===== config.mk =====
export PLATFORM = sky130hd
export DESIGN_NAME = pc_queue
export DESIGN_NICKNAME = d
export VERILOG_FILES = /design/src/hdl/polygon_centroid_macros.svh /design/src/hdl/pc_pkg.sv /design/src/hdl/pc_queue.sv
export SDC_FILE = /design/constraint.sdc
export NUM_CORES = 1
export LEC_CHECK = 0
export ABC_AREA = 1
export BUFFER_PORTS_ARGS = -buffer_cell sky130_fd_sc_hd__buf_2
export CORE_UTILIZATION = 45
export CTS_BUF_LIST = sky130_fd_sc_hd__clkbuf_2 sky130_fd_sc_hd__clkbuf_4 sky130_fd_sc_hd__clkbuf_8
export DETAILED_ROUTE_END_ITERATION = 6
export MAX_ROUTING_LAYER = met4
export PLACE_DENSITY = 0.72
export SETUP_SLACK_MARGIN = 0.05
export SLEW_MARGIN = 5
export SYNTH_ARGS = -nofsm -noshare
export SYNTH_HDL_FRONTEND = slang
export SYNTH_SLANG_ARGS = --single-unit

===== constraint.sdc =====
create_clock -name clock -period 29.2 [get_ports clock]
set_input_delay 7.3 -clock clock [delete_from_list [all_inputs] [get_ports clock]]
set_output_delay 7.3 -clock clock [all_outputs]
set_load 0.01 [all_outputs]

===== src/hdl/polygon_centroid_macros.svh =====
// assertion macros for the polygon centroid block
// no dependencies; included by files that carry assertions
`ifndef POLYGON_CENTROID_MACROS_SVH
`define POLYGON_CENTROID_MACROS_SVH
`ifndef SYNTHESIS
`define PC_IMPLY(lbl, clk, rst, ante, cons) \
   lbl: assert property (@(posedge clk) disable iff (rst) (ante) |-> (cons)) \
      else $error("polygon centroid: same-cycle check failed");
`define PC_NEXT(lbl, clk, rst, ante, cons) \
   lbl: assert property (@(posedge clk) disable iff (rst) (ante) |=> (cons)) \
      else $error("polygon centroid: next-cycle check failed");
`else
`define PC_IMPLY(lbl, clk, rst, ante, cons)
`define PC_NEXT(lbl, clk, rst, ante, cons)
`endif
`endif


===== src/hdl/pc_pkg.sv =====
// shared widths, codes and structs of the polygon centroid block
// no dependencies
`timescale 1ns / 1ps

package pc_pkg;

   localparam int COORD_W  = 16;
   localparam int DIFF_W   = 17;
   localparam int SUM3_W   = 18;
   localparam int PROD_W   = 34;
   localparam int CROSS_W  = 35;
   localparam int WPROD_W  = 53;
   localparam int AREA_W   = 48;
   localparam int WSUM_W   = 64;
   localparam int DEN_W    = 50;

   localparam int QUEUE_DEPTH = 4;
   localparam int QPTR_W      = 2;
   localparam int QLVL_W      = 3;

   localparam int QUO_W     = 17;
   localparam int DIV_CNT_W = 5;

   typedef enum logic [1:0] {
      KIND_POINT,
      KIND_SEGMENT,
      KIND_AREA
   } pc_kind_type;

   typedef enum logic [1:0] {
      DV_IDLE,
      DV_PREP,
      DV_ITER,
      DV_ROUND
   } pc_div_state_type;

   typedef enum logic [2:0] {
      BK_IDLE,
      BK_START_X,
      BK_WAIT_X,
      BK_WAIT_Y,
      BK_SEND
   } pc_back_state_type;

   typedef struct packed {
      pc_kind_type               kind;
      logic signed [COORD_W-1:0] first_x;
      logic signed [COORD_W-1:0] first_y;
      logic signed [COORD_W-1:0] prev_x;
      logic signed [COORD_W-1:0] prev_y;
   } pc_snap_type;

   typedef struct packed {
      pc_snap_type              snap;
      logic signed [AREA_W-1:0] area;
      logic signed [WSUM_W-1:0] wx;
      logic signed [WSUM_W-1:0] wy;
   } pc_entry_type;

   typedef struct packed {
      logic         push;
      pc_entry_type entry;
   } pc_qwr_type;

   typedef struct packed {
      logic                     start;
      logic signed [WSUM_W-1:0] num;
      logic signed [DEN_W-1:0]  den;
   } pc_div_cmd_type;

   typedef struct packed {
      logic                      done;
      logic signed [COORD_W-1:0] quo;
   } pc_div_res_type;

endpackage


===== src/hdl/pc_queue.sv =====
// small queue of finished polygon sums between front and back
// depends on pc_pkg
`timescale 1ns / 1ps

module pc_queue (
   input  logic                        clock,
   input  logic                        reset,
   input  pc_pkg::pc_qwr_type          qwr,
   input  logic                        pop,
   output pc_pkg::pc_entry_type        head,
   output logic [pc_pkg::QLVL_W-1:0]   level
);

   pc_pkg::pc_entry_type             mem_ff [pc_pkg::QUEUE_DEPTH];
   logic [pc_pkg::QPTR_W-1:0]        wr_ptr_ff, wr_ptr_in;
   logic [pc_pkg::QPTR_W-1:0]        rd_ptr_ff, rd_ptr_in;
   logic [pc_pkg::QLVL_W-1:0]        level_ff, level_in;

   always_comb begin
      wr_ptr_in = wr_ptr_ff + pc_pkg::QPTR_W'(qwr.push);
      rd_ptr_in = rd_ptr_ff + pc_pkg::QPTR_W'(pop);
      level_in  = level_ff + pc_pkg::QLVL_W'(qwr.push) - pc_pkg::QLVL_W'(pop);
   end

   always_ff @(posedge clock) begin
      if (reset) begin
         wr_ptr_ff <= '0;
         rd_ptr_ff <= '0;
         level_ff  <= '0;
      end else begin
         wr_ptr_ff <= wr_ptr_in;
         rd_ptr_ff <= rd_ptr_in;
         level_ff  <= level_in;
      end
   end

   always_ff @(posedge clock) begin
      if (qwr.push) begin
         mem_ff[wr_ptr_ff] <= qwr.entry;
      end
   end

   assign head  = mem_ff[rd_ptr_ff];
   assign level = level_ff;

endmodule


==> metrics.txt, run 1 <==
DRT Pass-1 Iters 5; Clock Path Buffers 3; DIE HEIGHT just under 300 um; Setup Slack @ Placement around 17 ns; synth warn 0; largest net degree at the start of global routing between 150 and 200; synthesis-stage register bit count roughly 980; Max Slew Vio Count 0; actual slew at the worst max-slew pin roughly 1.2 ns; Initial DRC Count 1216; power per cell area just under 70 mW/mm^2; die area between 0.08 and 0.09 mm^2; layout cells sized above 1 roughly 26%; Mapped Cells 2866; post-route cell area roughly 0.045 mm^2; Mapped Nets slightly above 3000; Core Region 0.0854 mm^2; Fmax around 74 MHz; final weighted congestion in routability-driven placement around 0.76; first-pass GRT wire length ~120000 um; Final Util 52.9%; Post-Syn Area about 0.039 mm^2; IO Pins ~490; Net count, final about 3600; Min Hold Slack around 0.58 ns; Max-Slew Margin vs Limit between 20% and 30%; grt ovf 0; Filler Cells Inserted approximately 7000; Final Hold Fails 0; Max H-tree Level 4; fin crit period 13.50 ns; drt via density just under 5; crit path DAT ~6.2 ns; status complete, no violations; gr usage total between 10% and 20%; Area contributors post-synth edfxtp_1, inv_1, nand2_1, o211ai_2, a21oi_1; worst hold path class reg2reg; # rows between 100 and 150; Critical Path RT 21.90 ns; Worst-path clk slew about 0.06 ns; Setup crit end kind primary output; die width just under 300 um; Synth top area share around three quarters; aggregate routed wire length about 78000 um; Routed Antenna Nets 0; Post-CTS Setup Inserts 0; Layout Skew between 0.03 and 0.04 ns; clk sink count about 980; DRC Markers 0; unrepaired setup endpoints after global routing false; sequential area share after synthesis 75.0%; Post-CTS Hold Buffers 0; instance area at placement between 0.04 and 0.05 mm^2; latest clock arrival within the worst-skew pair 0.79 ns; Area growth, synth to finish 16.1%; Num CTS Buffers about 160; Leak 17.3 nW; Clock Tree Root clkbuf_8; Avg Inst Size Synth about 14 um^2; CP startpoint kind flop; Post-DP HPWL about 45000 um; Port Buffers a little under 500; vias in the first global route about 22000; Avg WL per Cell 16.6 um; Yosys top cell by area edfxtp_1; Max FO, Critical Path between 100 and 150; Resized cells post-CTS 0; final setup margin ~16 ns; Cell variety after synth 18; maximum vdd drop 0.0588 mV; most frequent cells in the layout edfxtp_1, inv_1, buf_2; final setup vio count 0; Crit Path Class reg2out; CTS tree yes; initial antenna violation count 26; most common cell after layout, fill and taps aside edfxtp_1; total number of vias approximately 23000; Starting Density a little under half; Tcrit/Tclk final between 40% and 50%; Fin Setup TNS 0 ns; Max-cap violations 0
-- synthesized netlist by cell type --
| cell | n |
|---|---|
| o211ai_1 | 110 |
| a21oi_1 | 243 |
| o211ai_2 | 132 |
| o21ai_0 | 242 |
| buf_6 | 34 |
| nor2_1 | 7 |
| clkbuf_1 | 29 |
| nand3_1 | 1 |
| inv_1 | 496 |
| nand2_1 | 487 |
| buf_2 | 87 |
| dfxtp_1 | 7 |
| xnor2_1 | 2 |
| buf_4 | 12 |
| edfxtp_1 | 968 |
| nor3_1 | 4 |
| fa_1 | 1 |
| ha_1 | 4 |
-- cells by family after synthesis --
logic type | Yosys count | share of synthesized area (%)
buffers and inverters | 658 | 7.39
adders and majority gates | 5 | 0.180
DFF | 975 | 75.0
and+or+nand+nor | 499 | 4.82
xor gates and xnor gates | 2 | 0.0450
AOI/OAI and AO/OA | 727 | 12.6
-- critical path, cell delays in order, from the launching register on --
cell and delay [ns]:
dfxtp_4 0.98, buf_4 0.92, buf_4 0.95, buf_4 0.81, buf_4 0.97, a21oi_1 0.18, o21ai_0 0.13, nand2_1 0.07
buf_2 0.15
-- state kept, by name (all words and copies together) (netlist names) --
name and count:
wr_ptr_ff 2, mem_ff 968, level 3, rd_ptr_ff 2
-- routing by layer --
layer | wire length [um] | vias to the layer above | global-route usage [%]
met1 | 29900 | 10900 | 18.9
li1 | - | 11100 | -
met5 | 0 | - | -
met2 | 39600 | 591 | 29.7
met3 | 6160 | 148 | 6.09
met4 | 2120 | 0 | 8.16
-- where the power goes --
part           internal (mW)  switching [mW]
Sequential              1.61          0.0201
Clock                  0.614           0.510
Combinational          0.110           0.231
Total                   2.33           0.761
-- metrics by stage --
stage,power [mW],cells
floorplan,1.90,2866
detailed placement,2.00,4364
CTS,3.13,4638
global route,3.23,4662
finish,3.10,4670
global placement,2.00,4364
-- worst paths after layout --
kind	end	slack, ns	from	cells past startpoint
worst min register to register	wr_ptr_ff[1]	0.58	wr_ptr_ff[1]	2
worst min-delay path	wr_ptr_ff[1]	0.58	wr_ptr_ff[1]	2
worst max-delay path	head[140]	15.70	rd_ptr_ff[0]	8
worst max register to register	mem_ff[2][136]	25.59	wr_ptr_ff[1]	4
-- cell type report --
cell class | instances | area (um^2) | share of cell area [%]
well taps | 1144 | 1430 | 3.17
clock inverters | 56 | 367 | 0.811
inverters | 496 | 1860 | 4.12
repair buffers | 516 | 2710 | 5.99
clock buffers | 218 | 2660 | 5.88
flip-flops and latches | 975 | 29200 | 64.6
multi-input cells | 1233 | 6890 | 15.2
diodes | 32 | 80.1 | 0.177
No activity file was read; power rests on OpenSTA's default activity.
==> inputs of run 2 (changes only) <==
--- a/config.mk
+++ b/config.mk
@@ -11,7 +11,7 @@
 export CTS_BUF_LIST = sky130_fd_sc_hd__clkbuf_2 sky130_fd_sc_hd__clkbuf_4 sky130_fd_sc_hd__clkbuf_8
 export DETAILED_ROUTE_END_ITERATION = 6
 export MAX_ROUTING_LAYER = met4
-export PLACE_DENSITY = 0.72
+export PLACE_DENSITY = 0.74
 export SETUP_SLACK_MARGIN = 0.05
 export SLEW_MARGIN = 5
 export SYNTH_ARGS = -nofsm -noshare
==> constraint.sdc (replaced) <==
create_clock -name clock -period 11.1 [get_ports clock]
set_input_delay 2.775 -clock clock [delete_from_list [all_inputs] [get_ports clock]]
set_output_delay 2.775 -clock clock [all_outputs]
set_load 0.01 [all_outputs]
==> run 2 against run 1 <==
Global-route usage up 0.48 points. Die area did not move. Critical path depth down 3. Cell area about the same. Critical path type unchanged. Combinational power rose to 2.6 times the previous value.
==> metrics.txt, run 2 (synthesized netlist as in run 1, its figures left out) <==
Final Hold Fails 0; Avg WL per Cell roughly 17 um; aggregate routed wire length ~80000 um; DRC Markers 0; CP Cell Sequence buf_4 -> buf_4 -> o211ai_1 -> nand2_1 -> buf_2; Routed Antenna Nets 0; unrepaired setup endpoints after global routing false; DRT Pass-1 Iters 5; vias in the first global route ~22000; Setup crit end kind primary output; Filler Cells Inserted 7028; Final Util between 50% and 60%; Post-DP HPWL 47000 um; total number of vias approximately 23000; fin crit period between 6 and 7 ns; Initial DRC Count between 1000 and 1500; Max-cap violations 0; CTS tree yes; setup slack, reg-to-reg a little under 8 ns; CP Capture Point head[143]; reg2reg start wr_ptr_ff[1]; Fmax between 100 and 150 MHz; Largest register FFs 968; Max-Slew Margin vs Limit about 7.4%; die width around 300 um; latest clock arrival within the worst-skew pair 0.82 ns; Tcrit/Tclk final 60.9%; Resized cells post-CTS 0; Post-CTS Setup Inserts 0; layout cells sized above 1 between 20 and 30%; Worst-path clk slew 0.06 ns; Critical Path RT around 8.3 ns; actual slew at the worst max-slew pin 1.39 ns; initial antenna violation count 26; final weighted congestion in routability-driven placement 0.777; Crit Path Class reg2out; Clock Tree Root clkbuf_8; drt via density roughly 5; gr usage total between 10% and 20%; clk sink count between 900 and 1000; Area growth, synth to finish 16.0%; CP startpoint kind flop; final cell count without fillers approximately 4700; largest net degree at the start of global routing around 190; Starting Density a little under half; CP bufs+invs 3; Port Buffers 490; Leak about 17 nW; status complete, no violations; Clock Path Buffers 3; Max H-tree Level 4; die area slightly below 0.09 mm^2; maximum vdd drop ~0.14 mV; Worst Setup SP rd_ptr_ff[1]; DIE HEIGHT around 300 um; power per cell area between 150 and 200 mW/mm^2; Core Region roughly 0.085 mm^2; worst hold path class reg2reg; first-pass GRT wire length 119000 um; Num CTS Buffers around 160; most used cell, CP buf_4; Worst path slowest cell dfxtp_4; grt ovf 0; Post-CTS Hold Buffers 0; Max stage delay on crit path approximately 1.1 ns; CP delay by family, top buffers and inverters; final setup vio count 0; IO Pins a little under 500; most frequent cells in the layout edfxtp_1, inv_1, buf_2; Layout Skew between 0.03 and 0.04 ns; Max Slew Vio Count 0; # rows 107; RR Endpoint mem_ff[3][201]; most common cell after layout, fill and taps aside edfxtp_1; crit path DAT about 4.0 ns; Crit. path cell count 5; Net count, final between 3000 and 4000; Cells after DPL ~4400; Max FO, Critical Path 91; Top reg by flops mem_ff; R2R depth 4
## run 2: changes by cell type in the layout (fill, tap and decap cells not counted), moves of 2 or more
cell	change
buf_4	+5
clkbuf_4	-2
clkbuf_8	-4
diode_2	-4
inv_6	+2
inv_8	-4
nor3_2	-4
nor3_4	+4
## run 2: stage by stage
step                total power [mW]  setup TNS, ns  worst slack, ns  cell area, um^2  hold WS (ns)
finish                          8.12              0             4.34            45200         0.590
global route                    8.47              0             4.02            45200         0.617
CTS                             8.22              0             4.21            45100         0.592
detailed placement              5.28              0             5.17            42200         0.576
global placement                5.25              0             5.28            42200         0.544
floorplan                       4.96       -1659.90            -1.71            39000         0.541
## run 2: layer usage
layer  wire length, um  part of all wire (%)  vias up  track usage, %
li1                  -                     -    11100               -
met4              1960                   2.5        0            6.91
met2             40500                    51      585            30.3
met3              6610                   8.3      155            6.66
met5                 0                     0        -               -
met1             30600                    38    11000            19.9
## run 2: report_power, final
| part | switching, mW | internal, mW |
|---|---|---|
| Combinational | 0.612 | 0.292 |
| Clock | 1.35 | 1.58 |
| Sequential | 0.0546 | 4.24 |
| Total | 2.02 | 6.11 |
## run 2: layout make-up
cell class	instances	area (um^2)	area share, %
Sequential cell	975	29200	64.7
Clock buffer	212	2590	5.72
Multi-Input combinational cell	1233	6920	15.3
Inverter	496	1860	4.12
Tap cell	1144	1430	3.17
Antenna cell	28	70.1	0.155
Clock inverter	56	374	0.828
Timing Repair Buffer	520	2730	6.04
## run 2: worst min-delay path by stage
| stage | from | to | cells after the start |
|---|---|---|---|
| floorplan | wr_ptr_ff[1] | wr_ptr_ff[1] | 2 |
| global placement | level[1] | level[2] | 2 |
| detailed placement | level[2] | level[2] | 3 |
| CTS | level[1] | level[2] | 2 |
| global route | level[1] | level[2] | 2 |
| finish | level[1] | level[2] | 2 |
## run 2: worst reg2reg max path, cell delays in order (launching register included)
cell and delay, ns:
dfxtp_1 0.48, inv_1 0.17, nor3_4 0.67, buf_12 0.61, buf_4 1.03
