`config.mk`:
```
export PLATFORM = sky130hd
export DESIGN_NAME = pc_back_flat
export DESIGN_NICKNAME = d
export VERILOG_FILES = /design/src/hdl/polygon_centroid_macros.svh /design/src/hdl/pc_pkg.sv /design/src/hdl/pc_rsp_if.sv /design/src/hdl/pc_div.sv /design/src/hdl/pc_back.sv /design/src/flat_wrapper.sv
export SDC_FILE = /design/constraint.sdc
export NUM_CORES = 1
export LEC_CHECK = 0
export BUFFER_PORTS_ARGS = -buffer_cell sky130_fd_sc_hd__buf_4
export CAP_MARGIN = 20
export CORE_MARGIN = 10
export CORE_UTILIZATION = 62
export DETAILED_ROUTE_END_ITERATION = 7
export PLACE_DENSITY = 0.88
export SKIP_CTS_REPAIR_TIMING = 1
export SLEW_MARGIN = 10
export SYNTH_ARGS = -nofsm -noshare
export SYNTH_HDL_FRONTEND = slang
export SYNTH_SLANG_ARGS = --single-unit
export TNS_END_PERCENT = 100
```
`constraint.sdc`:
```
create_clock -name clock -period 10 [get_ports clock]
set_input_delay 2 -clock clock [delete_from_list [all_inputs] [get_ports clock]]
set_output_delay 2 -clock clock [all_outputs]
set_load 0.005 [all_outputs]
```
`src/hdl/polygon_centroid_macros.svh`:
```
// assertion macros for the polygon centroid block
// no dependencies; included by files that carry assertions
`ifndef POLYGON_CENTROID_MACROS_SVH
`define POLYGON_CENTROID_MACROS_SVH
`ifndef SYNTHESIS
`define PC_IMPLY(lbl, clk, rst, ante, cons) \
   lbl: assert property (@(posedge clk) disable iff (rst) (ante) |-> (cons)) \
      else $error("polygon centroid: same-cycle check failed");
`define PC_NEXT(lbl, clk, rst, ante, cons) \
   lbl: assert property (@(posedge clk) disable iff (rst) (ante) |=> (cons)) \
      else $error("polygon centroid: next-cycle check failed");
`else
`define PC_IMPLY(lbl, clk, rst, ante, cons)
`define PC_NEXT(lbl, clk, rst, ante, cons)
`endif
`endif

```
`src/hdl/pc_pkg.sv`:
```
// shared widths, codes and structs of the polygon centroid block
// no dependencies
`timescale 1ns / 1ps

package pc_pkg;

   localparam int COORD_W  = 16;
   localparam int DIFF_W   = 17;
   localparam int SUM3_W   = 18;
   localparam int PROD_W   = 34;
   localparam int CROSS_W  = 35;
   localparam int WPROD_W  = 53;
   localparam int AREA_W   = 48;
   localparam int WSUM_W   = 64;
   localparam int DEN_W    = 50;

   localparam int QUEUE_DEPTH = 4;
   localparam int QPTR_W      = 2;
   localparam int QLVL_W      = 3;

   localparam int QUO_W     = 17;
   localparam int DIV_CNT_W = 5;

   typedef enum logic [1:0] {
      KIND_POINT,
      KIND_SEGMENT,
      KIND_AREA
   } pc_kind_type;

   typedef enum logic [1:0] {
      DV_IDLE,
      DV_PREP,
      DV_ITER,
      DV_ROUND
   } pc_div_state_type;

   typedef enum logic [2:0] {
      BK_IDLE,
      BK_START_X,
      BK_WAIT_X,
      BK_WAIT_Y,
      BK_SEND
   } pc_back_state_type;

   typedef struct packed {
      pc_kind_type               kind;
      logic signed [COORD_W-1:0] first_x;
      logic signed [COORD_W-1:0] first_y;
      logic signed [COORD_W-1:0] prev_x;
      logic signed [COORD_W-1:0] prev_y;
   } pc_snap_type;

   typedef struct packed {
      pc_snap_type              snap;
      logic signed [AREA_W-1:0] area;
      logic signed [WSUM_W-1:0] wx;
      logic signed [WSUM_W-1:0] wy;
   } pc_entry_type;

   typedef struct packed {
      logic         push;
      pc_entry_type entry;
   } pc_qwr_type;

   typedef struct packed {
      logic                     start;
      logic signed [WSUM_W-1:0] num;
      logic signed [DEN_W-1:0]  den;
   } pc_div_cmd_type;

   typedef struct packed {
      logic                      done;
      logic signed [COORD_W-1:0] quo;
   } pc_div_res_type;

endpackage

```
`src/hdl/pc_rsp_if.sv`:
```
// centroid channel: valid/ready plus one centroid per beat
// depends on pc_pkg
`timescale 1ns / 1ps

interface pc_rsp_if;
   logic                              valid;
   logic                              ready;
   logic signed [pc_pkg::COORD_W-1:0] centroid_x;
   logic signed [pc_pkg::COORD_W-1:0] centroid_y;
   logic                              status;

   modport source (output valid, output centroid_x, output centroid_y, output status,
                   input ready);
   modport sink (input valid, input centroid_x, input centroid_y, input status,
                 output ready);
endinterface

```
`src/hdl/pc_div.sv`:
```
// rounding divider: one quotient bit per cycle, saturates to a signed 16-bit result
// depends on pc_pkg; used by pc_back
`timescale 1ns / 1ps

module pc_div (
   input  logic                   clock,
   input  logic                   reset,
   input  pc_pkg::pc_div_cmd_type cmd,
   output pc_pkg::pc_div_res_type res
);

   pc_pkg::pc_div_state_type         state_ff, state_in;
   logic                             neg_ff, neg_in;
   logic [pc_pkg::WSUM_W-1:0]        un_ff, un_in;
   logic [pc_pkg::DEN_W-1:0]         ud_ff, ud_in;
   logic [pc_pkg::WSUM_W-1:0]        rem_ff, rem_in;
   logic [pc_pkg::WSUM_W+1:0]        dsh_ff, dsh_in;
   logic [pc_pkg::QUO_W-1:0]         q_ff, q_in;
   logic [pc_pkg::DIV_CNT_W-1:0]     cnt_ff, cnt_in;
   logic                             ovf_ff, ovf_in;
   logic                             ge, round_up;
   logic [pc_pkg::QUO_W:0]           q_round, limit, mag_sat;

   always_comb begin
      state_in = state_ff;
      unique case (state_ff)
         pc_pkg::DV_IDLE:  if (cmd.start) state_in = pc_pkg::DV_PREP;
         pc_pkg::DV_PREP:  state_in = pc_pkg::DV_ITER;
         pc_pkg::DV_ITER: begin
            if (cnt_ff == pc_pkg::DIV_CNT_W'(pc_pkg::QUO_W - 1)) state_in = pc_pkg::DV_ROUND;
         end
         pc_pkg::DV_ROUND: state_in = cmd.start ? pc_pkg::DV_PREP : pc_pkg::DV_IDLE;
         default:          state_in = pc_pkg::DV_IDLE;
      endcase
   end

   always_comb begin
      ge = {2'b00, rem_ff} >= dsh_ff;

      neg_in = neg_ff;
      un_in  = un_ff;
      ud_in  = ud_ff;
      if (cmd.start) begin
         neg_in = cmd.num[pc_pkg::WSUM_W-1] ^ cmd.den[pc_pkg::DEN_W-1];
         un_in  = cmd.num[pc_pkg::WSUM_W-1] ? (pc_pkg::WSUM_W'(0) - cmd.num) : cmd.num;
         ud_in  = cmd.den[pc_pkg::DEN_W-1] ? (pc_pkg::DEN_W'(0) - cmd.den) : cmd.den;
      end

      rem_in = rem_ff;
      dsh_in = dsh_ff;
      q_in   = q_ff;
      cnt_in = cnt_ff;
      ovf_in = ovf_ff;
      unique case (state_ff)
         pc_pkg::DV_PREP: begin
            // quotient no longer fits 17 bits: result saturates anyway
            ovf_in = {3'b000, un_ff} >= {ud_ff, {pc_pkg::QUO_W{1'b0}}};
            rem_in = un_ff;
            dsh_in = {ud_ff, {(pc_pkg::QUO_W - 1){1'b0}}};
            q_in   = '0;
            cnt_in = '0;
         end
         pc_pkg::DV_ITER: begin
            if (ge) rem_in = rem_ff - dsh_ff[pc_pkg::WSUM_W-1:0];
            q_in   = {q_ff[pc_pkg::QUO_W-2:0], ge};
            dsh_in = dsh_ff >> 1;
            cnt_in = cnt_ff + pc_pkg::DIV_CNT_W'(1);
         end
         default: ;
      endcase
   end

   // round half away from zero, then clamp to the signed 16-bit range
   always_comb begin
      round_up = {rem_ff[pc_pkg::DEN_W:0], 1'b0} >= {2'b00, ud_ff};
      q_round  = {1'b0, q_ff} + (pc_pkg::QUO_W + 1)'(round_up);
      limit    = neg_ff ? (pc_pkg::QUO_W + 1)'(32768) : (pc_pkg::QUO_W + 1)'(32767);
      mag_sat  = (ovf_ff || q_round > limit) ? limit : q_round;
      res.done = state_ff == pc_pkg::DV_ROUND;
      res.quo  = neg_ff ? pc_pkg::COORD_W'((pc_pkg::QUO_W + 1)'(0) - mag_sat)
                        : pc_pkg::COORD_W'(mag_sat);
   end

   always_ff @(posedge clock) begin
      if (reset) begin
         state_ff <= pc_pkg::DV_IDLE;
         cnt_ff   <= '0;
      end else begin
         state_ff <= state_in;
         cnt_ff   <= cnt_in;
      end
   end

   always_ff @(posedge clock) begin
      neg_ff <= neg_in;
      un_ff  <= un_in;
      ud_ff  <= ud_in;
      rem_ff <= rem_in;
      dsh_ff <= dsh_in;
      q_ff   <= q_in;
      ovf_ff <= ovf_in;
   end

endmodule

```
`src/hdl/pc_back.sv`:
```
// back: pops finished polygons, finishes the centroid and drives the result channel
// depends on pc_pkg, pc_rsp_if and pc_div
`timescale 1ns / 1ps

module pc_back (
   input  logic                      clock,
   input  logic                      reset,
   input  logic [pc_pkg::QLVL_W-1:0] q_level,
   input  pc_pkg::pc_entry_type      q_head,
   output logic                      q_pop,
   pc_rsp_if.source                  rsp_if
);

   pc_pkg::pc_back_state_type         state_ff, state_in;
   pc_pkg::pc_div_cmd_type            div_cmd;
   pc_pkg::pc_div_res_type            div_res;
   logic signed [pc_pkg::WSUM_W-1:0]  wx_ff, wx_in, wy_ff, wy_in;
   logic signed [pc_pkg::DEN_W-1:0]   den_ff, den_in, den_calc;
   logic signed [pc_pkg::COORD_W-1:0] cx_ff, cx_in, cy_ff, cy_in;
   logic signed [pc_pkg::COORD_W-1:0] head_cx, head_cy;
   logic                              status_ff, status_in, head_status;
   logic                              area_zero, needs_div;

   // midpoint, rounded half away from zero
   function automatic logic signed [15:0] half_round(input logic signed [15:0] a,
                                                     input logic signed [15:0] b);
      logic [16:0] s;
      logic [16:0] mag;
      logic [16:0] h;
      s   = {a[15], a} + {b[15], b};
      mag = s[16] ? (17'd0 - s) : s;
      h   = (mag + 17'd1) >> 1;
      half_round = s[16] ? 16'(17'd0 - h) : 16'(h);
   endfunction

   always_comb begin
      area_zero = q_head.area == '0;
      needs_div = (q_head.snap.kind == pc_pkg::KIND_AREA) && !area_zero;
      den_calc  = {{2{q_head.area[pc_pkg::AREA_W-1]}}, q_head.area}
                + {q_head.area[pc_pkg::AREA_W-1], q_head.area, 1'b0};

      head_cx     = '0;
      head_cy     = '0;
      head_status = 1'b0;
      unique case (q_head.snap.kind)
         pc_pkg::KIND_POINT: begin
            head_cx = q_head.snap.first_x;
            head_cy = q_head.snap.first_y;
         end
         pc_pkg::KIND_SEGMENT: begin
            head_cx = half_round(q_head.snap.first_x, q_head.snap.prev_x);
            head_cy = half_round(q_head.snap.first_y, q_head.snap.prev_y);
         end
         pc_pkg::KIND_AREA: head_status = area_zero;
         default: ;
      endcase
   end

   always_comb begin
      state_in = state_ff;
      unique case (state_ff)
         pc_pkg::BK_IDLE: begin
            if (q_level != '0) state_in = needs_div ? pc_pkg::BK_START_X : pc_pkg::BK_SEND;
         end
         pc_pkg::BK_START_X: state_in = pc_pkg::BK_WAIT_X;
         pc_pkg::BK_WAIT_X:  if (div_res.done) state_in = pc_pkg::BK_WAIT_Y;
         pc_pkg::BK_WAIT_Y:  if (div_res.done) state_in = pc_pkg::BK_SEND;
         pc_pkg::BK_SEND:    if (rsp_if.ready) state_in = pc_pkg::BK_IDLE;
         default:            state_in = pc_pkg::BK_IDLE;
      endcase
   end

   always_comb begin
      q_pop         = (state_ff == pc_pkg::BK_IDLE) && (q_level != '0);
      div_cmd.start = (state_ff == pc_pkg::BK_START_X)
                    || ((state_ff == pc_pkg::BK_WAIT_X) && div_res.done);
      div_cmd.num   = (state_ff == pc_pkg::BK_WAIT_X) ? wy_ff : wx_ff;
      div_cmd.den   = den_ff;
      rsp_if.valid  = state_ff == pc_pkg::BK_SEND;
   end

   always_comb begin
      wx_in     = wx_ff;
      wy_in     = wy_ff;
      den_in    = den_ff;
      cx_in     = cx_ff;
      cy_in     = cy_ff;
      status_in = status_ff;
      if (q_pop) begin
         wx_in     = q_head.wx;
         wy_in     = q_head.wy;
         den_in    = den_calc;
         cx_in     = head_cx;
         cy_in     = head_cy;
         status_in = head_status;
      end
      if (state_ff == pc_pkg::BK_WAIT_X && div_res.done) cx_in = div_res.quo;
      if (state_ff == pc_pkg::BK_WAIT_Y && div_res.done) cy_in = div_res.quo;
   end

   always_ff @(posedge clock) begin
      if (reset) begin
         state_ff <= pc_pkg::BK_IDLE;
      end else begin
         state_ff <= state_in;
      end
   end

   always_ff @(posedge clock) begin
      wx_ff     <= wx_in;
      wy_ff     <= wy_in;
      den_ff    <= den_in;
      cx_ff     <= cx_in;
      cy_ff     <= cy_in;
      status_ff <= status_in;
   end

   pc_div u_div (
      .clock (clock),
      .reset (reset),
      .cmd   (div_cmd),
      .res   (div_res)
   );

   assign rsp_if.centroid_x = cx_ff;
   assign rsp_if.centroid_y = cy_ff;
   assign rsp_if.status     = status_ff;

endmodule

```
`src/flat_wrapper.sv`:
```
// flat-port wrapper written by rule: the top's interface ports become plain ports
module pc_back_flat 
  (clock, reset, q_level, q_head, q_pop, rsp_if_valid, rsp_if_centroid_x, rsp_if_centroid_y, rsp_if_status, rsp_if_ready);
  pc_rsp_if rsp_if_i ();
  input  logic clock;
  input  logic reset;
  input  logic [pc_pkg::QLVL_W-1:0] q_level;
  input  pc_pkg::pc_entry_type q_head;
  output logic q_pop;
  output wire logic [$bits(rsp_if_i.valid)-1:0] rsp_if_valid;
  output wire logic [$bits(rsp_if_i.centroid_x)-1:0] rsp_if_centroid_x;
  output wire logic [$bits(rsp_if_i.centroid_y)-1:0] rsp_if_centroid_y;
  output wire logic [$bits(rsp_if_i.status)-1:0] rsp_if_status;
  input wire logic [$bits(rsp_if_i.ready)-1:0] rsp_if_ready;
  assign rsp_if_valid = rsp_if_i.valid;
  assign rsp_if_centroid_x = rsp_if_i.centroid_x;
  assign rsp_if_centroid_y = rsp_if_i.centroid_y;
  assign rsp_if_status = rsp_if_i.status;
  assign rsp_if_i.ready = rsp_if_ready;
  pc_back u_core (.clock(clock), .reset(reset), .q_level(q_level), .q_head(q_head), .q_pop(q_pop), .rsp_if(rsp_if_i));
endmodule
```
==> results.md, run 1 <==
- Crit path kind: reg -> reg
- Layout cells sized above 1: 0.126
- R2R setup slack: ~2300 ps
- Total GRT Usage: 0.298
- Core footprint: 55,100 µm²
- Startpoint Class: flip-flop
- Slew Viols, Final: 0
- DRT iter0 DRCs: 3,942
- Worst Hold End: u_core.u_div.cnt_ff[4]
- Slew headroom: 0.287
- Cell family with most CP delay: compound AO/OA/AOI/OAI gates
- Worst slew pin tran: approximately 1100 ps
- Commonest cells after routing, fill and taps aside: 474 x edfxtp_1, 302 x buf_4, 295 x ha_1
- Final WL: 102 mm
- Synth Cell Area: approximately 35,000 µm²
- Critical-path maximum fanout: 25
- Post-synth top area share: 0.412
- Compound-Gate Fraction of Synth Area: 0.167
- Hold slack final: roughly 550 ps
- FILL cells: 3,906
- Routed Antenna Nets: 0
- Sinks on the clock net: around 480
- Synth Area in Adders: 0.110
- RSZ-0062 raised after global routing: false
- Worst VDD drop: 0.175 mV
- WP data arrival: 8060 ps
- Die Area: about 66,000 µm²
- Pwr Density: 216 nW/µm²
- Final hold vios: 0
- Total negative slack: 0 ps
- Top Ports: 283
- Post-Route Utilization: 0.709
- Fin cells: approximately 4,500
- Critical path capture point type: flip-flop
- Final Cell Area: 39,000 µm²
- Post-synth EDFFs: 474
- Syn_area_per_cell: 9.89 µm²
- Met3 usage: 0.0630
- Most common cell after layout, fill and taps aside: edfxtp_1
- Die Wd: 256 µm
- First-pass GRT wire length: ~160 mm
- Worst Path Required: roughly 10,000 ps
- Largest net degree at the start of global routing: 98
- Starting density of the core: 0.626
- Crit path buf inv count: 4
- Reg2reg end: u_core.rsp_if.centroid_y[10]
- Run status: finished clean
- Mapped Cells: 3,491
- Synth Area in XOR/XNOR: 0.0797
- Endpoints failing setup: 0
- Reg-to-Reg Start: u_core.u_div.ud_ff[2]
- Post-synth top flop: edfxtp_1
- Maxcap violations: 0
- Leak: 15.7 nW
- Max incr delay on CP: 460 ps
- Bufs on Longest Clock Path: 3
- Crit-path most repeated cell: a21oi_1
- Crit path time final: 7720 ps
- Post-synth top area cell: edfxtp_1
- DRC viols: 0
- Dpl cell area: 37,300 µm²
- Post-synth cell types: 99
- Pre-Repair DR Iteration Count: 8
- Seq/Total Area, Yosys: 0.418
- Yosys reg bits: 484
- Clk_lat worst skew: 640 ps
- Synth Area in Simple Gates: 0.143
- CTS Root Cell: clkbuf_16
- Vias/cell: around 6.5
- Area delta synth->final: 13.1%
- Row Count: 86
- Placer Congestion: 1.02
- Synth warn: 0
- Total gr overflow: 0
- H-tree depth: 2
- CTS tree: built
- I/O Buffers: between 200 and 300
- Clock skew: 37.8 ps
- Synth Net Count: 4,040
- TritonCTS buffer count: 50
- FFs w/ async S/R, synth: 0
- Synth top area cells: edfxtp_1 41%, ha_1 11%, xnor2_1 5.2%
- Vias in the first global route: about 27,000
- Drt wl/cell: 22.6 µm
- FF-to-FF path depth: 38
- Placed Instances: 4,429
- GR Util met1: 0.410
- Half-perimeter wire length after detailed placement: 78.2 mm
- Die Height: 256 µm
- Via count: 29,300
- Mux share of post-synthesis cell area: 0.0407
- Clk slew on worst S/H paths: about 70 ps
- Initial antenna violation count: 7
- Hold wc startpoint: u_core.u_div.cnt_ff[4]
- Hold Path Class: reg -> reg
- Largest family of logic cells by synthesized area: compound AO/OA/AOI/OAI gates
- Worst path slowest cell: o21ai_0
- Gr busiest metal: met2
- Nets@finish: 4,283
- Tcrit/Tclk final: 0.772
- Met2 global-route usage: 0.462
- Fmax: 130 MHz
- Worst Hold Depth: 2
## sequential cells by signal (all words and copies together) (netlist names), 2 cells and up
register	cells
u_core.den_ff	50
u_core.u_div.cnt_ff	5
u_core.state_ff	3
u_core.rsp_if.centroid_y	16
u_core.u_div.dsh_ff	66
u_core.wx_ff	64
u_core.u_div.q_ff	17
u_core.wy_ff	64
u_core.u_div.ud_ff	50
u_core.u_div.state_ff	2
u_core.rsp_if.centroid_x	16
u_core.u_div.un_ff	64
u_core.u_div.rem_ff	64
## how the worst max path moves through the flow
stage / start / end / slack, ps / depth (start not counted)
2_1_floorplan: q_level[1] / q_pop / 2010 / 3
3_3_place_gp: q_head[224] / u_core.rsp_if.centroid_x[12] / 2700 / 19
3_5_place_dp: u_core.u_div.ud_ff[2] / u_core.rsp_if.centroid_x[10] / 2440 / 38
4_1_cts: u_core.u_div.ud_ff[2] / u_core.rsp_if.centroid_y[10] / 2410 / 38
5_1_grt: u_core.u_div.ud_ff[2] / u_core.rsp_if.centroid_x[10] / 1580 / 38
6_report: u_core.u_div.ud_ff[2] / u_core.rsp_if.centroid_y[10] / 2280 / 38
## synth_stat cells (all sizes together), types with 13 or more instances
cell and n:
o22ai 17, a211oi 16, nor3b 16, nor2 230
inv 255, nand3 73, and3 36, o21ai 239
xnor2 206, xor2 108, o21a 25, buf 30
nor3 91, or2 17, clkbuf 82, or4 13
edfxtp 474, or3 21, mux2 50, nor4 26
o211ai 21, nand2 258, o31ai 40, and2 34
mux2i 82, o21bai 25, a21o 105, a31oi 37
nor2b 37, ha 297, nand4 64, nand2b 37
a21oi 235, o41ai 18
## area by class of cell
class / count / area [µm²] / share of cell area
clock buffer: 65 / 1330 / 0.0340
sequential: 484 / 14400 / 0.370
timing repair buffer: 303 / 2290 / 0.0588
tap: 748 / 936 / 0.0240
antenna: 6 / 15.0 / 0.000385
multi-input combinational: 2639 / 18800 / 0.480
clock inverter: 26 / 315 / 0.00808
inverter: 256 / 966 / 0.0247
## kinds of logic after synthesis
| group | after synthesis |
|---|---|
| simple gates | 991 |
| flops | 484 |
| xor+xnor | 314 |
| compound gates | 900 |
| fa+ha+maj | 301 |
| mux | 133 |
| buf+inv | 368 |
## power breakdown
part	switching (mW)	total (mW)	internal, mW
Clock	0.828	1.90	1.08
Sequential	0.293	3.13	2.84
Combinational	2.10	3.41	1.31
Total	3.22	8.45	5.23
## per-stage QoR
stage	power, mW	setup WS (ps)
floorplan	5.47	2010
global placement	6.31	2700
detailed placement	6.43	2440
CTS	8.33	2410
global route	8.86	1580
finish	8.45	2280
## layer usage
layer,share of wire,vias up
li1,-,13400
met1,0.41,13800
met2,0.45,1763
met3,0.11,253
met4,0.034,2
met5,0.00044,-
## worst reg2reg max path, delay by kind of cell (launching register included)
| kind | cells | cell delay (ps) |
|---|---|---|
| adder cells (fa/ha/maj) | 4 | 1280 |
| flip-flops | 1 | 390 |
| XOR/XNOR | 2 | 390 |
| AND/OR/NAND/NOR | 9 | 1160 |
| multiplexers | 1 | 270 |
| buffers and inverters | 4 | 610 |
| AO/OA/AOI/OAI | 18 | 3350 |
(Power assumes the default switching activity.)
==> run 2: changes to the inputs <==
--- a/config.mk
+++ b/config.mk
@@ -8,9 +8,9 @@
 export BUFFER_PORTS_ARGS = -buffer_cell sky130_fd_sc_hd__buf_4
 export CAP_MARGIN = 20
 export CORE_MARGIN = 10
-export CORE_UTILIZATION = 62
+export CORE_UTILIZATION = 56
 export DETAILED_ROUTE_END_ITERATION = 7
-export PLACE_DENSITY = 0.88
+export PLACE_DENSITY = 0.84
 export SKIP_CTS_REPAIR_TIMING = 1
 export SLEW_MARGIN = 10
 export SYNTH_ARGS = -nofsm -noshare
==> constraint.sdc (replaced) <==
create_clock -name clock -period 6.75 [get_ports clock]
set_input_delay 1.35 -clock clock [delete_from_list [all_inputs] [get_ports clock]]
set_output_delay 1.35 -clock clock [all_outputs]
set_load 0.005 [all_outputs]
==> results.md, run 2 (same netlist as run 1, synthesis figures left out) <==
- Hold Path Class: reg -> reg
- DRT iter0 DRCs: 3,245 (-18%)
- Crit path buf inv count: 3 (-1)
- Switching share of power: 0.372 (-0.00853)
- Final WL: 102 mm (-0.88%)
- Power Total: 12.8 mW (+52%)
- Maxcap violations: 0 (unchanged)
- Dpl cell area: 37,700 µm² (+0.83%)
- Total negative slack: 0 ps (unchanged)
- Clk_lat worst skew: 610 ps (-30 ps)
- Bufs on Longest Clock Path: 3 (unchanged)
- I/O Buffers: 282 (unchanged)
- Area delta synth->final: 15.0%
- Run status: finished clean
- Die Wd: 268 µm (+4.8%)
- Clk slew on worst S/H paths: 60 ps (about the same)
- First-pass GRT wire length: 155 mm (-1.0%)
- Core footprint: 60,700 µm² (+10%)
- Total gr overflow: 0 (unchanged)
- Initial antenna violation count: 1 (-6)
- Row Count: 90 (+4.7%)
- Crit-path most repeated cell: a21oi_1
- Nets@finish: 4,327 (+1.0%)
- Routed Antenna Nets: 0 (unchanged)
- Slew Viols, Final: 0 (unchanged)
- Pwr Density: 323 nW/µm² (+49%)
- Vias in the first global route: 27,000 (-1.2%)
- Layout cells sized above 1: 0.145 (+0.0183)
- CTS Root Cell: clkbuf_16
- DRC viols: 0 (unchanged)
- Placer Congestion: 0.966 (-5.3%)
- Max reg flops: 66 (unchanged)
- Worst path slowest cell: edfxtp_1
- Sw power: 4.78 mW (+49%)
- Critical path capture point type: flip-flop
- TritonCTS buffer count: 52 (+4.0%)
- Most common cell after layout, fill and taps aside: edfxtp_1
- Hold slack final: 519 ps (-31.2 ps)
- Max incr delay on CP: 400 ps (-60 ps)
- Die Height: 268 µm (+4.8%)
- Pre-Repair DR Iteration Count: 6 (-2)
- Tcrit/Tclk final: 0.961 (+0.189)
- Worst VDD drop: 0.224 mV (+28%)
- Slew headroom: 0.295 (+0.00794)
- Critical-path maximum fanout: 5 (-80%)
- Vias/cell: 6.28 (-2.9%)
- Clock skew: 46.2 ps (+8.36 ps)
- WP data arrival: 6800 ps (-1260 ps)
- Final hold vios: 0 (unchanged)
- Cell family with most CP delay: compound AO/OA/AOI/OAI gates
- Startpoint Class: flip-flop
- Drt wl/cell: 22.1 µm (-2.6%)
- Worst slew pin tran: 1060 ps (-14.2 ps)
- CTS tree: built
- Endpoints failing setup: 0 (unchanged)
- Half-perimeter wire length after detailed placement: 78.2 mm (about the same)
- Crit path kind: reg -> reg
- Top Ports: 283 (unchanged)
- Crit path time final: 6490 ps (-1230 ps)
- Biggest register: u_core.u_div.dsh_ff
- Combinational share of power: 0.405 (about the same)
- H-tree depth: 2 (unchanged)
- Leak: 16.1 nW (+2.2%)
- Largest net degree at the start of global routing: 92 (-6.1%)
- Commonest cells after routing, fill and taps aside: 474 x edfxtp_1, 340 x buf_4, 292 x ha_1
- Final Cell Area: 39,700 µm² (+1.7%)
- Total GRT Usage: 0.272 (-0.0260)
- Sinks on the clock net: 484 (unchanged)
- Fmax: 154 MHz (+19%)
- Worst Path Required: 7070 ps (-3280 ps)
- Reg power frac: 0.362 (-0.009)
- Clock share of power: 0.233 (+0.008)
- Post-Route Utilization: 0.654 (-0.0548)
- Pint: 8.05 mW (+54%)
- Die Area: 72,000 µm² (+9.9%)
- Starting density of the core: 0.569 (-0.0578)
- FILL cells: 4,535 (+16%)
- Via count: 28,900 (-1.2%)
run 2: worst register-to-register path, delay by kind of cell, from the launching register on:
kind	cells	cell delay, ps
simple gates	9	1010
mux	1	230
xor+xnor	2	270
buf+inv	3	340
flops	1	400
compound gates	18	3020
fa+ha+maj	4	980
run 2: cell type report:
type	count	area, µm²	share of cell area
multi-input cells	2639	18900	0.475
flip-flops and latches	484	14400	0.364
repair buffers	345	2670	0.0672
clock buffers	60	1350	0.0341
well taps	782	978	0.0247
inverters	256	966	0.0243
clock inverters	38	427	0.0108
diodes	2	5.00	0.000126
run 2: per-layer routing:
metal,wire [µm],GRT usage
met1,43500,0.392
met2,45400,0.417
met3,10200,0.0442
met4,2460,0.0736
met5,0,0
run 2: power groups by stage:
stage	sequential (mW)	clock, mW	combinational [mW]
2_1_floorplan	4.56	0	3.54
3_3_place_gp	4.64	0	4.84
3_5_place_dp	4.67	0	4.95
4_1_cts	4.62	3.01	5.01
5_1_grt	4.68	3.13	5.67
6_report	4.64	2.99	5.20
run 2: worst paths after layout:
check | startpoint | end | slack (ps) | cells after the start
worst min-delay path | u_core.u_div.cnt_ff[4] | u_core.u_div.cnt_ff[4] | 520 | 2
worst min register to register | u_core.u_div.cnt_ff[4] | u_core.u_div.cnt_ff[4] | 520 | 2
worst max-delay path | u_core.u_div.rem_ff[1] | u_core.rsp_if.centroid_y[10] | 260 | 37
worst max register to register | u_core.u_div.rem_ff[1] | u_core.rsp_if.centroid_y[10] | 260 | 37
run 2: through the flow:
| step | worst slack, ps | cells |
|---|---|---|
| 3_5_place_dp | 34.8 | 4497 |
| 2_1_floorplan | 33.8 | 3491 |
| 5_1_grt | -54.7 | 4605 |
| 4_1_cts | -13.0 | 4595 |
| 6_report | 264 | 4606 |
| 3_3_place_gp | 266 | 4497 |
